`config.mk`:
```
export PLATFORM = sky130hd
export DESIGN_NAME = drpr_queue
export DESIGN_NICKNAME = d
export VERILOG_FILES = /design/src/rtl/drpr_pkg.sv /design/src/rtl/drpr_queue.sv
export SDC_FILE = /design/constraint.sdc
export NUM_CORES = 1
export LEC_CHECK = 0
export ABC_AREA = 0
export BUFFER_PORTS_ARGS = -buffer_cell sky130_fd_sc_hd__buf_2
export CAP_MARGIN = 20
export CELL_PAD_IN_SITES_DETAIL_PLACEMENT = 0
export CELL_PAD_IN_SITES_GLOBAL_PLACEMENT = 1
export CORE_MARGIN = 2
export CORE_UTILIZATION = 50
export DETAILED_ROUTE_END_ITERATION = 12
export HOLD_SLACK_MARGIN = 0.15
export PLACE_DENSITY_LB_ADDON = 0.2
export SETUP_SLACK_MARGIN = 0.4
export SLEW_MARGIN = 20
export SYNTH_ARGS = -nofsm -noshare
export SYNTH_HDL_FRONTEND = slang
export SYNTH_SLANG_ARGS = --single-unit
```
`constraint.sdc`:
```
create_clock -name clk -period 23.9 [get_ports clk]
set_input_delay 1.195 -clock clk [delete_from_list [all_inputs] [get_ports clk]]
set_output_delay 1.195 -clock clk [all_outputs]
set_load 0.1 [all_outputs]
```
`src/rtl/drpr_pkg.sv`:
```
package drpr_pkg;

  // Fixed-point layout of the datapath.
  localparam int COORD_BITS     = 12;
  localparam int COEF_FRAC_BITS = 16;
  localparam int DISP_FRAC_BITS = 4;

  localparam int PIX_W     = 12;
  localparam int DISP_W    = 16;
  localparam int COLOR_W   = 8;
  localparam int COEF_W    = 32;
  localparam int OUT_W     = 32;
  localparam int CFG_W     = 2 * COEF_W;
  localparam int NUM_CFG   = 8;
  localparam int CFG_IDX_W = 8;
  localparam int CFG_SEL_W = $clog2(NUM_CFG);

  // Scaled coordinate, multiplier operand and product widths.
  localparam int XS_W    = COORD_BITS + DISP_FRAC_BITS;
  localparam int MUL_B_W = (XS_W + 1 > DISP_W) ? XS_W + 1 : DISP_W;
  localparam int PROD_W  = COEF_W + MUL_B_W;
  localparam int H_W     = PROD_W + 2;

  // Divider: dividend is |h| scaled by the fraction bits, quotient has one
  // bit above the output word so that saturation can be detected.
  localparam int QB      = OUT_W + 1;
  localparam int A_W     = H_W + COEF_FRAC_BITS;
  localparam int DIV_LAT = QB + 1;

  localparam logic [QB-1:0] LIM_POS = QB'((64'd1 << (OUT_W - 1)) - 64'd1);
  localparam logic [QB-1:0] LIM_NEG = QB'(64'd1 << (OUT_W - 1));

  // Queue between the front and the back.
  localparam int QDEPTH = 8;
  localparam int QPTR_W = $clog2(QDEPTH);
  localparam int QCNT_W = $clog2(QDEPTH + 1);

  typedef struct packed {
    logic signed [H_W-1:0] h0;
    logic signed [H_W-1:0] h1;
    logic signed [H_W-1:0] h2;
    logic signed [H_W-1:0] h3;
    logic [COLOR_W-1:0]    blue;
    logic [COLOR_W-1:0]    green;
    logic [COLOR_W-1:0]    red;
  } hvec_t;

  typedef struct packed {
    logic               valid;
    logic               zero;
    logic [COLOR_W-1:0] blue;
    logic [COLOR_W-1:0] green;
    logic [COLOR_W-1:0] red;
  } sband_t;

endpackage

```
`src/rtl/drpr_queue.sv`:
```
module drpr_queue (
  input  logic                        clk,
  input  logic                        rst,
  input  logic                        push,
  input  drpr_pkg::hvec_t             push_data,
  input  logic                        pop,
  output drpr_pkg::hvec_t             head,
  output logic [drpr_pkg::QCNT_W-1:0] count
);
  import drpr_pkg::*;

  hvec_t             slots [QDEPTH];
  logic [QPTR_W-1:0] wr_ptr, rd_ptr;

  always_ff @(posedge clk) begin
    if (push) begin
      slots[wr_ptr] <= push_data;
    end
  end

  always_ff @(posedge clk) begin
    if (rst) begin
      wr_ptr <= '0;
      rd_ptr <= '0;
      count  <= '0;
    end else begin
      if (push) begin
        wr_ptr <= wr_ptr + 1'b1;
      end
      if (pop) begin
        rd_ptr <= rd_ptr + 1'b1;
      end
      if (push && !pop) begin
        count <= count + 1'b1;
      end else if (pop && !push) begin
        count <= count - 1'b1;
      end
    end
  end

  assign head = slots[rd_ptr];

  a_no_overrun: assert property (@(posedge clk) disable iff (rst)
    push |-> (count < QCNT_W'(QDEPTH)))
    else $error("queue written while full");

  a_no_underrun: assert property (@(posedge clk) disable iff (rst)
    pop |-> (count != '0))
    else $error("queue read while empty");

  a_fill_step: assert property (@(posedge clk) disable iff (rst)
    (push && !pop) |=> (count == $past(count) + 1'b1))
    else $error("queue count did not follow a lone write");

endmodule

```
* Word level (Yosys, flattened, before mapping)
Memories as Yosys holds them, arrays and structs flattened. A register that Yosys moved wholly into a read port is not among the register bits.
Cells that the tools add are included.
** Operators by class
- Multiplexer cells :: 6
- $add $sub $neg :: 4
- Reductions and logical operators :: 5
** Operators with widths (count)
- two-way mux 4 bit :: 2
- adder 3 x 1 -> 3 bit, second input constant :: 2
- two-way mux 3 bit :: 2
- adder 4 x 1 -> 4 bit, second input constant :: 1
- subtractor 4 x 1 -> 4 bit, second input constant :: 1
- logical AND 1 bit :: 2
- logical NOT 1 bit :: 2
- two-way mux 1 bit :: 2
- nonzero test 2 bit :: 1
** Storage, ports and cells
- Logic and storage cells :: 19
- Bits in writable memories :: 1824
- Memories :: 1
- Register bits after elaboration :: 10
- Output and inout bits :: 232
** Memory list
- slots :: words 8, width 228, rd ports 1, clocked after Yosys merged registers in 1, wr ports 1, line drpr_queue.sv:12 : hvec_t slots [QDEPTH];

* Longest topological paths before layout
Gate-level depths: netlist of run 1.
- Depth after elaboration :: 4
- Mapped depth :: 8
- Depth with buffers taken out :: 8

* Worst setup path after synthesis of run 1
OpenSTA, ideal clock, no wires.
- Path kind :: input to register
- Start point :: input push
- End point :: memory slots[0][0] (netlist bit), enable pin
- Required time :: 22.804 ns
- Buffers on the path :: 0
- Setup slack :: 6.155 ns
- Cell stages on the path :: 2
- Arrival time :: 16.649 ns
- Library setup time :: 1.096 ns
- Path through :: nand2b_1 nor3_1
** On the way
- Word-level cells in the longest chain between the ends :: 2
** Ends and longest elaborated chain
- start: declaration :: line drpr_queue.sv:4 : input logic push,
- two-way mux 1 bit :: line drpr_queue.sv:16 : if (push) begin
- two-way mux 1 bit (not written as such) :: line drpr_queue.sv:17 : slots[wr_ptr] <= push_data;
- end: declaration :: line drpr_queue.sv:12
No other way between the ends.

==> out/summary.log, run 1 <==
INFO  synth          synth.top_cells.by_count=edfxtp_1, mux4_1, mux2_2
INFO  worst_hold_path worst_hold_path.endpoint=wr_ptr[0]
INFO  final_layout   final_cell_area=80,600squm
INFO  setup_path     crit_slowest_cell=dfxtp_4
INFO  route          drt_first_iter_violations=2,119
INFO  global_route   first_pass_grt_wire_length=211,000um
INFO  setup_path     worst_setup_path_start_kind=flop
INFO  floorplan      initial_utilization=0.505
INFO  floorplan      design.die.area=144,000squm
INFO  synth          async_flop_share=0
INFO  sta            tightest_slew=1100ps
INFO  place          place_hpwl=76,500um
INFO  synth          synth-edff-count=1,824
INFO  synth          mappedNetlistNets=2,940
INFO  final_layout   sequential_cell_area=55,000squm
INFO  clock_tree     tritoncts=built
INFO  sta            slew-limit-headroom=0.264
INFO  sta            whs=517ps
INFO  setup_path     critPathArrivalTime=5910ps
INFO  synth          synth.most_common_cell=edfxtp_1
INFO  setup_path     critical_path_buffer_and_inverter_count=5
INFO  global_route   globalRouteOverflowTotal=0
INFO  outcome        result_of_the_run=finished, final reports clean
INFO  final_layout   final_core_utilization=0.576
INFO  setup_path     worst-path-max-fanout=68
INFO  sta            period_share=0.297
INFO  synth          post_synth_main_area_contributors=edfxtp_1, mux4_1, mux2_2
INFO  route          wl_per_cell=27.4um
INFO  job            max_cap_violations=0
INFO  sta            slew_violations=0
INFO  setup_path     crit_top_cell=buf_4
INFO  synth          post-synth-top-area-cell=edfxtp_1
INFO  synth          post_synth_inst_count=2,702
INFO  setup_path     crit_path_max_incr_delay=930ps
INFO  sta            clock-skew-final=22.0ps
INFO  setup_path     critical_path_required=22,710ps
INFO  power          max-vdd-ir-drop=78.7uV
INFO  clock_tree     clk_latency=780ps
INFO  synth          post-synth-top-area-fraction=0.776
INFO  global_route   grt_start_max_net_pins=161
INFO  clock_tree     post_cts_hold_buffer_count=0
INFO  setup_path     worst-r2r-setup-slack=20,260ps
INFO  synth          postSynthRegisterBits=1,837
INFO  power          power-per-cell-area=90.5nW/um^2
INFO  place          gp_congestion=0.728
INFO  clock_tree     cts-resized-gates=0
INFO  synth          syn-mean-instance-area=26.1squm
INFO  clock_tree     clkSlewWorstSetupHoldPaths=60ps
INFO  final_layout   layout-drive-gt1-share=0.309
INFO  final_layout   areaGrowthSynthToFinish=14.2%
INFO  route          routed-via-count=30,500
INFO  sta            grt_setup_unrepaired=no
INFO  clock_tree     cts_max_level=4
INFO  worst_hold_path holdCritPathClass=reg2reg
INFO  setup_path     reg2regPathDepth=4
INFO  worst_hold_path hold_depth=2
INFO  final_layout   fill_cells=10,000
INFO  final_layout   finish.net_count=3,498
INFO  setup_path     critPathTopFamily=buffers and inverters
INFO  floorplan      floorplan.io_pins=464
INFO  power          totalPowerFinal=7.29mW
INFO  synth          synth_cell_type_count=25
INFO  setup_path     cp_cell_sequence=buf_4 > buf_4 > buf_4 > buf_4 > mux4_1 > mux2_2 > buf_2
INFO  route          routed_wirelength=145,000um
INFO  global_route   initial_antenna_violation_count=57
INFO  sta            post-route-min-period=7100ps
INFO  clock_tree     post_cts.repair.setup_buffers=0
INFO  floorplan      die_h=380um
INFO  worst_hold_path min-delay-start=wr_ptr[0]
INFO  sta            setup_violations=0
INFO  synth          ys_seq_area_frac=0.780
INFO  power          power_leakage=26.4nW
INFO  sta            final_hold_viols=0
INFO  global_route   gr_util_all_layers=0.200
INFO  setup_path     r2r-start=wr_ptr[1]
INFO  final_layout   area_used_by_multi_input_combinational_logic=14,700squm
INFO  route          route.detailed.vias_per_inst=5.75
INFO  place          dp_area=74,900squm
INFO  route          number_of_detailed_route_iterations_in_the_first_pass=5
INFO  route          route.detailed.drc=0
INFO  clock_tree     tritoncts_num_sinks=1,837
INFO  clock_tree     root_buffer=clkbuf_16
INFO  setup_path     cp-end-kind=primary output
INFO  floorplan      floorplan.rows=137
INFO  floorplan      die_x=380um
INFO  clock_tree     clock_path_buffers=3
INFO  sta            fin_setup_tns=0ps
INFO  route          antenna_left=0
INFO  sta            fmax=141MHz
INFO  synth          synth-main-ff-cell=edfxtp_1
INFO  global_route   first_global_vias=31,800
INFO  setup_path     reg2reg_to=slots[3][97]
INFO  setup_path     worst-setup-path-type=reg2out
INFO  place          io_buffers=463
INFO  synth          yosys_warnings=0
INFO  floorplan      floorplan.core_area=140,000squm
INFO  synth          netlist_area=70,600squm
INFO  clock_tree     cts_inserted_buffers=183
-- power breakdown --
part	leakage, nW	total, mW	internal (mW)	switching (mW)
Clock	2.80	2.71	1.57	1.14
Sequential	16.7	3.64	3.61	0.0235
Combinational	6.91	0.941	0.241	0.700
Total	26.4	7.29	5.43	1.86
-- cells in the final DEF, fill, tap and decap left out, drive strengths merged, types with 10 or more instances in the layout --
cell	n
mux4	456
inv	10
dfxtp	13
diode	20
clkinv	71
buf	502
mux2	229
edfxtp	1824
nor2	18
bufinv	13
clkbuf	233
-- through the flow --
stage,setup slack (ps),cells
after global placement,17560,4951
after global routing,16430,5289
after detailed placement,17460,4951
final,16800,5300
after floorplan,6150,2702
after CTS,16590,5280
-- worst max-delay path by stage --
stage | startpoint | to | slack (ps) | depth (start not counted)
after floorplan | push | slots[0][0] | 6150 | 2
after global placement | flop | head[156] | 17560 | 7
after detailed placement | flop | head[156] | 17460 | 7
after CTS | flop | head[156] | 16590 | 7
after global routing | flop | head[154] | 16430 | 7
final | flop | head[147] | 16800 | 7
-- sequential cells by signal, summed over array words and instances (netlist names), named ones only --
| register | cells |
|---|---|
| slots | 1824 |
| rd_ptr | 3 |
| wr_ptr | 3 |
| count | 4 |
-- cells by family after synthesis --
group,share of synthesized area
adder cells (fa/ha/maj),0.00117
AO/OA/AOI/OAI,0.000408
buffers and inverters,0.0129
flip-flops,0.780
multiplexers,0.204
XOR/XNOR,0.000620
AND/OR/NAND/NOR,0.00183
-- routing by layer --
| metal | vias up | wire, um | GRT usage |
|---|---|---|---|
| li1 | 13200 | - | - |
| met1 | 16200 | 56700 | 0.247 |
| met2 | 808 | 75600 | 0.350 |
| met3 | 269 | 8770 | 0.0500 |
| met4 | 32 | 3730 | 0.0594 |
| met5 | - | 182 | 0 |
-- area by class of cell --
type	instances	share of cell area
Sequential cell	1837	0.683
Clock inverter	96	0.0105
Tap cell	1876	0.0291
Clock buffer	233	0.0603
Inverter	2	0.0000931
Antenna cell	20	0.000621
Timing Repair Buffer	502	0.0341
Multi-Input combinational cell	734	0.182
-- worst reg2reg max path, stage by stage (launching register included) --
cell	delay, ps
dfxtp_1	460
nand2b_1	200
nor2_4	710
buf_12	710
buf_4	1130
Note: power is estimated with default switching activity, not from simulation.
==> run 2: changes to the inputs <==
==> constraint.sdc (replaced) <==
create_clock -name clk -period 7.3 [get_ports clk]
set_input_delay 0.365 -clock clk [delete_from_list [all_inputs] [get_ports clk]]
set_output_delay 0.365 -clock clk [all_outputs]
set_load 0.1 [all_outputs]
==> out/summary.log, run 2 (synthesized netlist as in run 1, its figures left out) <==
INFO  global_route   grt_start_max_net_pins=169 [was 161]
INFO  clock_tree     cts_inserted_buffers=185 [was 183]
INFO  route          drt_first_iter_violations=2,207 [was 2,119]
INFO  clock_tree     tritoncts=built [unchanged]
INFO  sta            slew-limit-headroom=0.288 [was 0.264]
INFO  floorplan      initial_utilization=0.505 [unchanged]
INFO  place          pre_cts_slack=3710ps [was 17,460 ps]
INFO  power          totalPowerFinal=23.9mW [was 7.29 mW]
INFO  power          power-per-cell-area=288nW/um^2 [was 90.5 nW/um^2]
INFO  clock_tree     clock_path_buffers=3 [unchanged]
INFO  route          antenna_left=0 [unchanged]
INFO  setup_path     worst-path-max-fanout=54 [was 68]
INFO  worst_hold_path holdCritPathClass=in2reg [was reg2reg]
INFO  global_route   first_global_vias=33,100 [was 31,800]
INFO  clock_tree     tritoncts_num_sinks=1,837 [unchanged]
INFO  sta            post-route-min-period=4280ps
INFO  final_layout   final_cell_area=82,900squm [was 80,600 sq um]
INFO  place          gp_congestion=0.700 [was 0.728]
INFO  clock_tree     cts-resized-gates=0 [unchanged]
INFO  route          routed_wirelength=147,000um [was 145,000 um]
INFO  setup_path     worst_setup_path_start_kind=flop [unchanged]
INFO  setup_path     cp-end-kind=primary output [unchanged]
INFO  sta            fin_setup_tns=0ps [unchanged]
INFO  sta            final.setup.worst_slack=3020ps [was 16,800 ps]
INFO  sta            fmax=234MHz
INFO  power          max-vdd-ir-drop=218uV [was 78.7 uV]
INFO  final_layout   fill_cells=9,910 [was 10,000]
INFO  sta            grt_setup_unrepaired=no [unchanged]
INFO  place          io_buffers=463 [unchanged]
INFO  final_layout   mostFrequentLayoutCells=edfxtp_1, buf_2, mux4_1 [unchanged]
INFO  final_layout   area_used_by_multi_input_combinational_logic=14,700squm [about the same]
INFO  global_route   grt.busiest_layer=met2 [unchanged]
INFO  global_route   globalRouteMet3Util=0.0480 [was 0.0500]
INFO  final_layout   largest_register=slots [unchanged]
INFO  sta            clock-skew-final=33.8ps [was 22.0 ps]
INFO  setup_path     critPathArrivalTime=3910ps [was 5910 ps]
INFO  floorplan      design.die.area=144,000squm [unchanged]
INFO  global_route   groute.layer.met1.usage=0.265 [was 0.247]
INFO  route          routed-via-count=31,400 [was 30,500]
INFO  floorplan      floorplan.io_pins=464 [unchanged]
INFO  setup_path     worst-setup-path-type=reg2out [unchanged]
INFO  sta            slew_violations=0 [unchanged]
INFO  setup_path     reg2regPathDepth=4 [unchanged]
INFO  floorplan      floorplan.rows=137 [unchanged]
INFO  sta            setup_violations=0 [unchanged]
INFO  route          number_of_detailed_route_iterations_in_the_first_pass=7 [was 5]
INFO  place          dp_area=74,900squm [about the same]
INFO  floorplan      die_x=380um [unchanged]
INFO  floorplan      floorplan.core_area=140,000squm [unchanged]
INFO  sta            final_hold_viols=0 [unchanged]
INFO  route          wl_per_cell=26.6um [was 27.4 um]
INFO  outcome        result_of_the_run=finished, final reports clean [unchanged]
INFO  floorplan      die_h=380um [unchanged]
INFO  final_layout   areaGrowthSynthToFinish=17.5% [was 14.2%]
INFO  job            max_cap_violations=0 [unchanged]
INFO  route          route.detailed.drc=0 [unchanged]
INFO  worst_hold_path hold_depth=2 [unchanged]
INFO  clock_tree     clk_latency=820ps [was 780 ps]
INFO  sta            whs=357ps [was 517 ps]
INFO  clock_tree     clkSlewWorstSetupHoldPaths=50ps [was 60 ps]
INFO  global_route   globalRouteOverflowTotal=0 [unchanged]
INFO  final_layout   finish.net_count=3,731 [was 3,498]
INFO  final_layout   sequential_cell_area=55,000squm [unchanged]
INFO  final_layout   largest_register_ffs=1,824 [unchanged]
INFO  final_layout   top_regs=slots x1824, count x4 [unchanged]
INFO  sta            period_share=0.586
INFO  clock_tree     root_buffer=clkbuf_16 [unchanged]
INFO  global_route   met2_usage=0.341 [was 0.350]
INFO  global_route   first_pass_grt_wire_length=214,000um [was 211,000 um]
INFO  power          power_leakage=27.3nW [was 26.4 nW]
INFO  sta            tightest_slew=1070ps [was 1100 ps]
INFO  global_route   initial_antenna_violation_count=18 [was 57]
INFO  place          place_hpwl=75,000um [was 76,500 um]
INFO  global_route   gr_util_all_layers=0.202 [was 0.200]
INFO  setup_path     critical_path_required=6930ps [was 22,710 ps]
INFO  final_layout   layout-drive-gt1-share=0.286 [was 0.309]
INFO  route          route.detailed.vias_per_inst=5.68 [was 5.75]
INFO  clock_tree     cts_max_level=4 [unchanged]
INFO  final_layout   final_common_cell=edfxtp_1 [unchanged]
## run 2: cell types whose count changed in the layout (fill, tap and decap cells not counted), sizes merged
cell	before	now
diode	20	3
clkinvlp	4	2
buf	502	500
inv	10	7
bufinv	13	6
clkbuf	233	235
dlygate4sd3	0	233
clkinv	71	85
## run 2: final cells by class
class                      instances  share of cell area
sequential                      1837               0.664
multi-input combinational        734               0.177
timing repair buffer             733              0.0620
clock buffer                     235              0.0595
tap                             1876              0.0283
clock inverter                    98             0.00878
inverter                           2           0.0000905
antenna                            3           0.0000905
## run 2: critical path, cell delays in order (launching register included)
cell and delay [ps]:
dfxtp_4 950, buf_4 860, mux4_1 670, mux2_2 270
buf_2 290
## run 2: report_power, final
group          leakage [nW]  internal (mW)  total (mW)  switching, mW
registers              16.7           11.8        11.9         0.0712
logic                  7.89          0.873        3.21           2.34
clock network          2.77           4.98        8.76           3.78
## run 2: metal layers
metal / wire length [um] / up-vias
li1: - / 13700
met1: 60600 / 16600
met2: 74200 / 805
met3: 8470 / 226
met4: 3300 / 22
met5: 131 / -
## run 2: worst paths after layout
kind                                    start  slack, ps            end
worst max-delay path                     flop       3020      head[191]
worst min-delay path            push_data[27]        360   slots[6][27]
worst max register to register      wr_ptr[0]       4310  slots[0][201]
worst min register to register      rd_ptr[2]        550      rd_ptr[2]
## run 2: stage by stage
step / std cells / util
2_1_floorplan: 2702 / -
3_3_place_gp: 4949 / 0.536
3_5_place_dp: 4949 / 0.536
4_1_cts: 5515 / 0.593
5_1_grt: 5517 / 0.593
6_report: 5518 / 0.593
## run 2: timing repair
item / 4_1_cts / 5_1_grt
buffers inserted: 0 / 0
hold endpoints to repair: 1837 / 0
hold buffers: 233 / 0
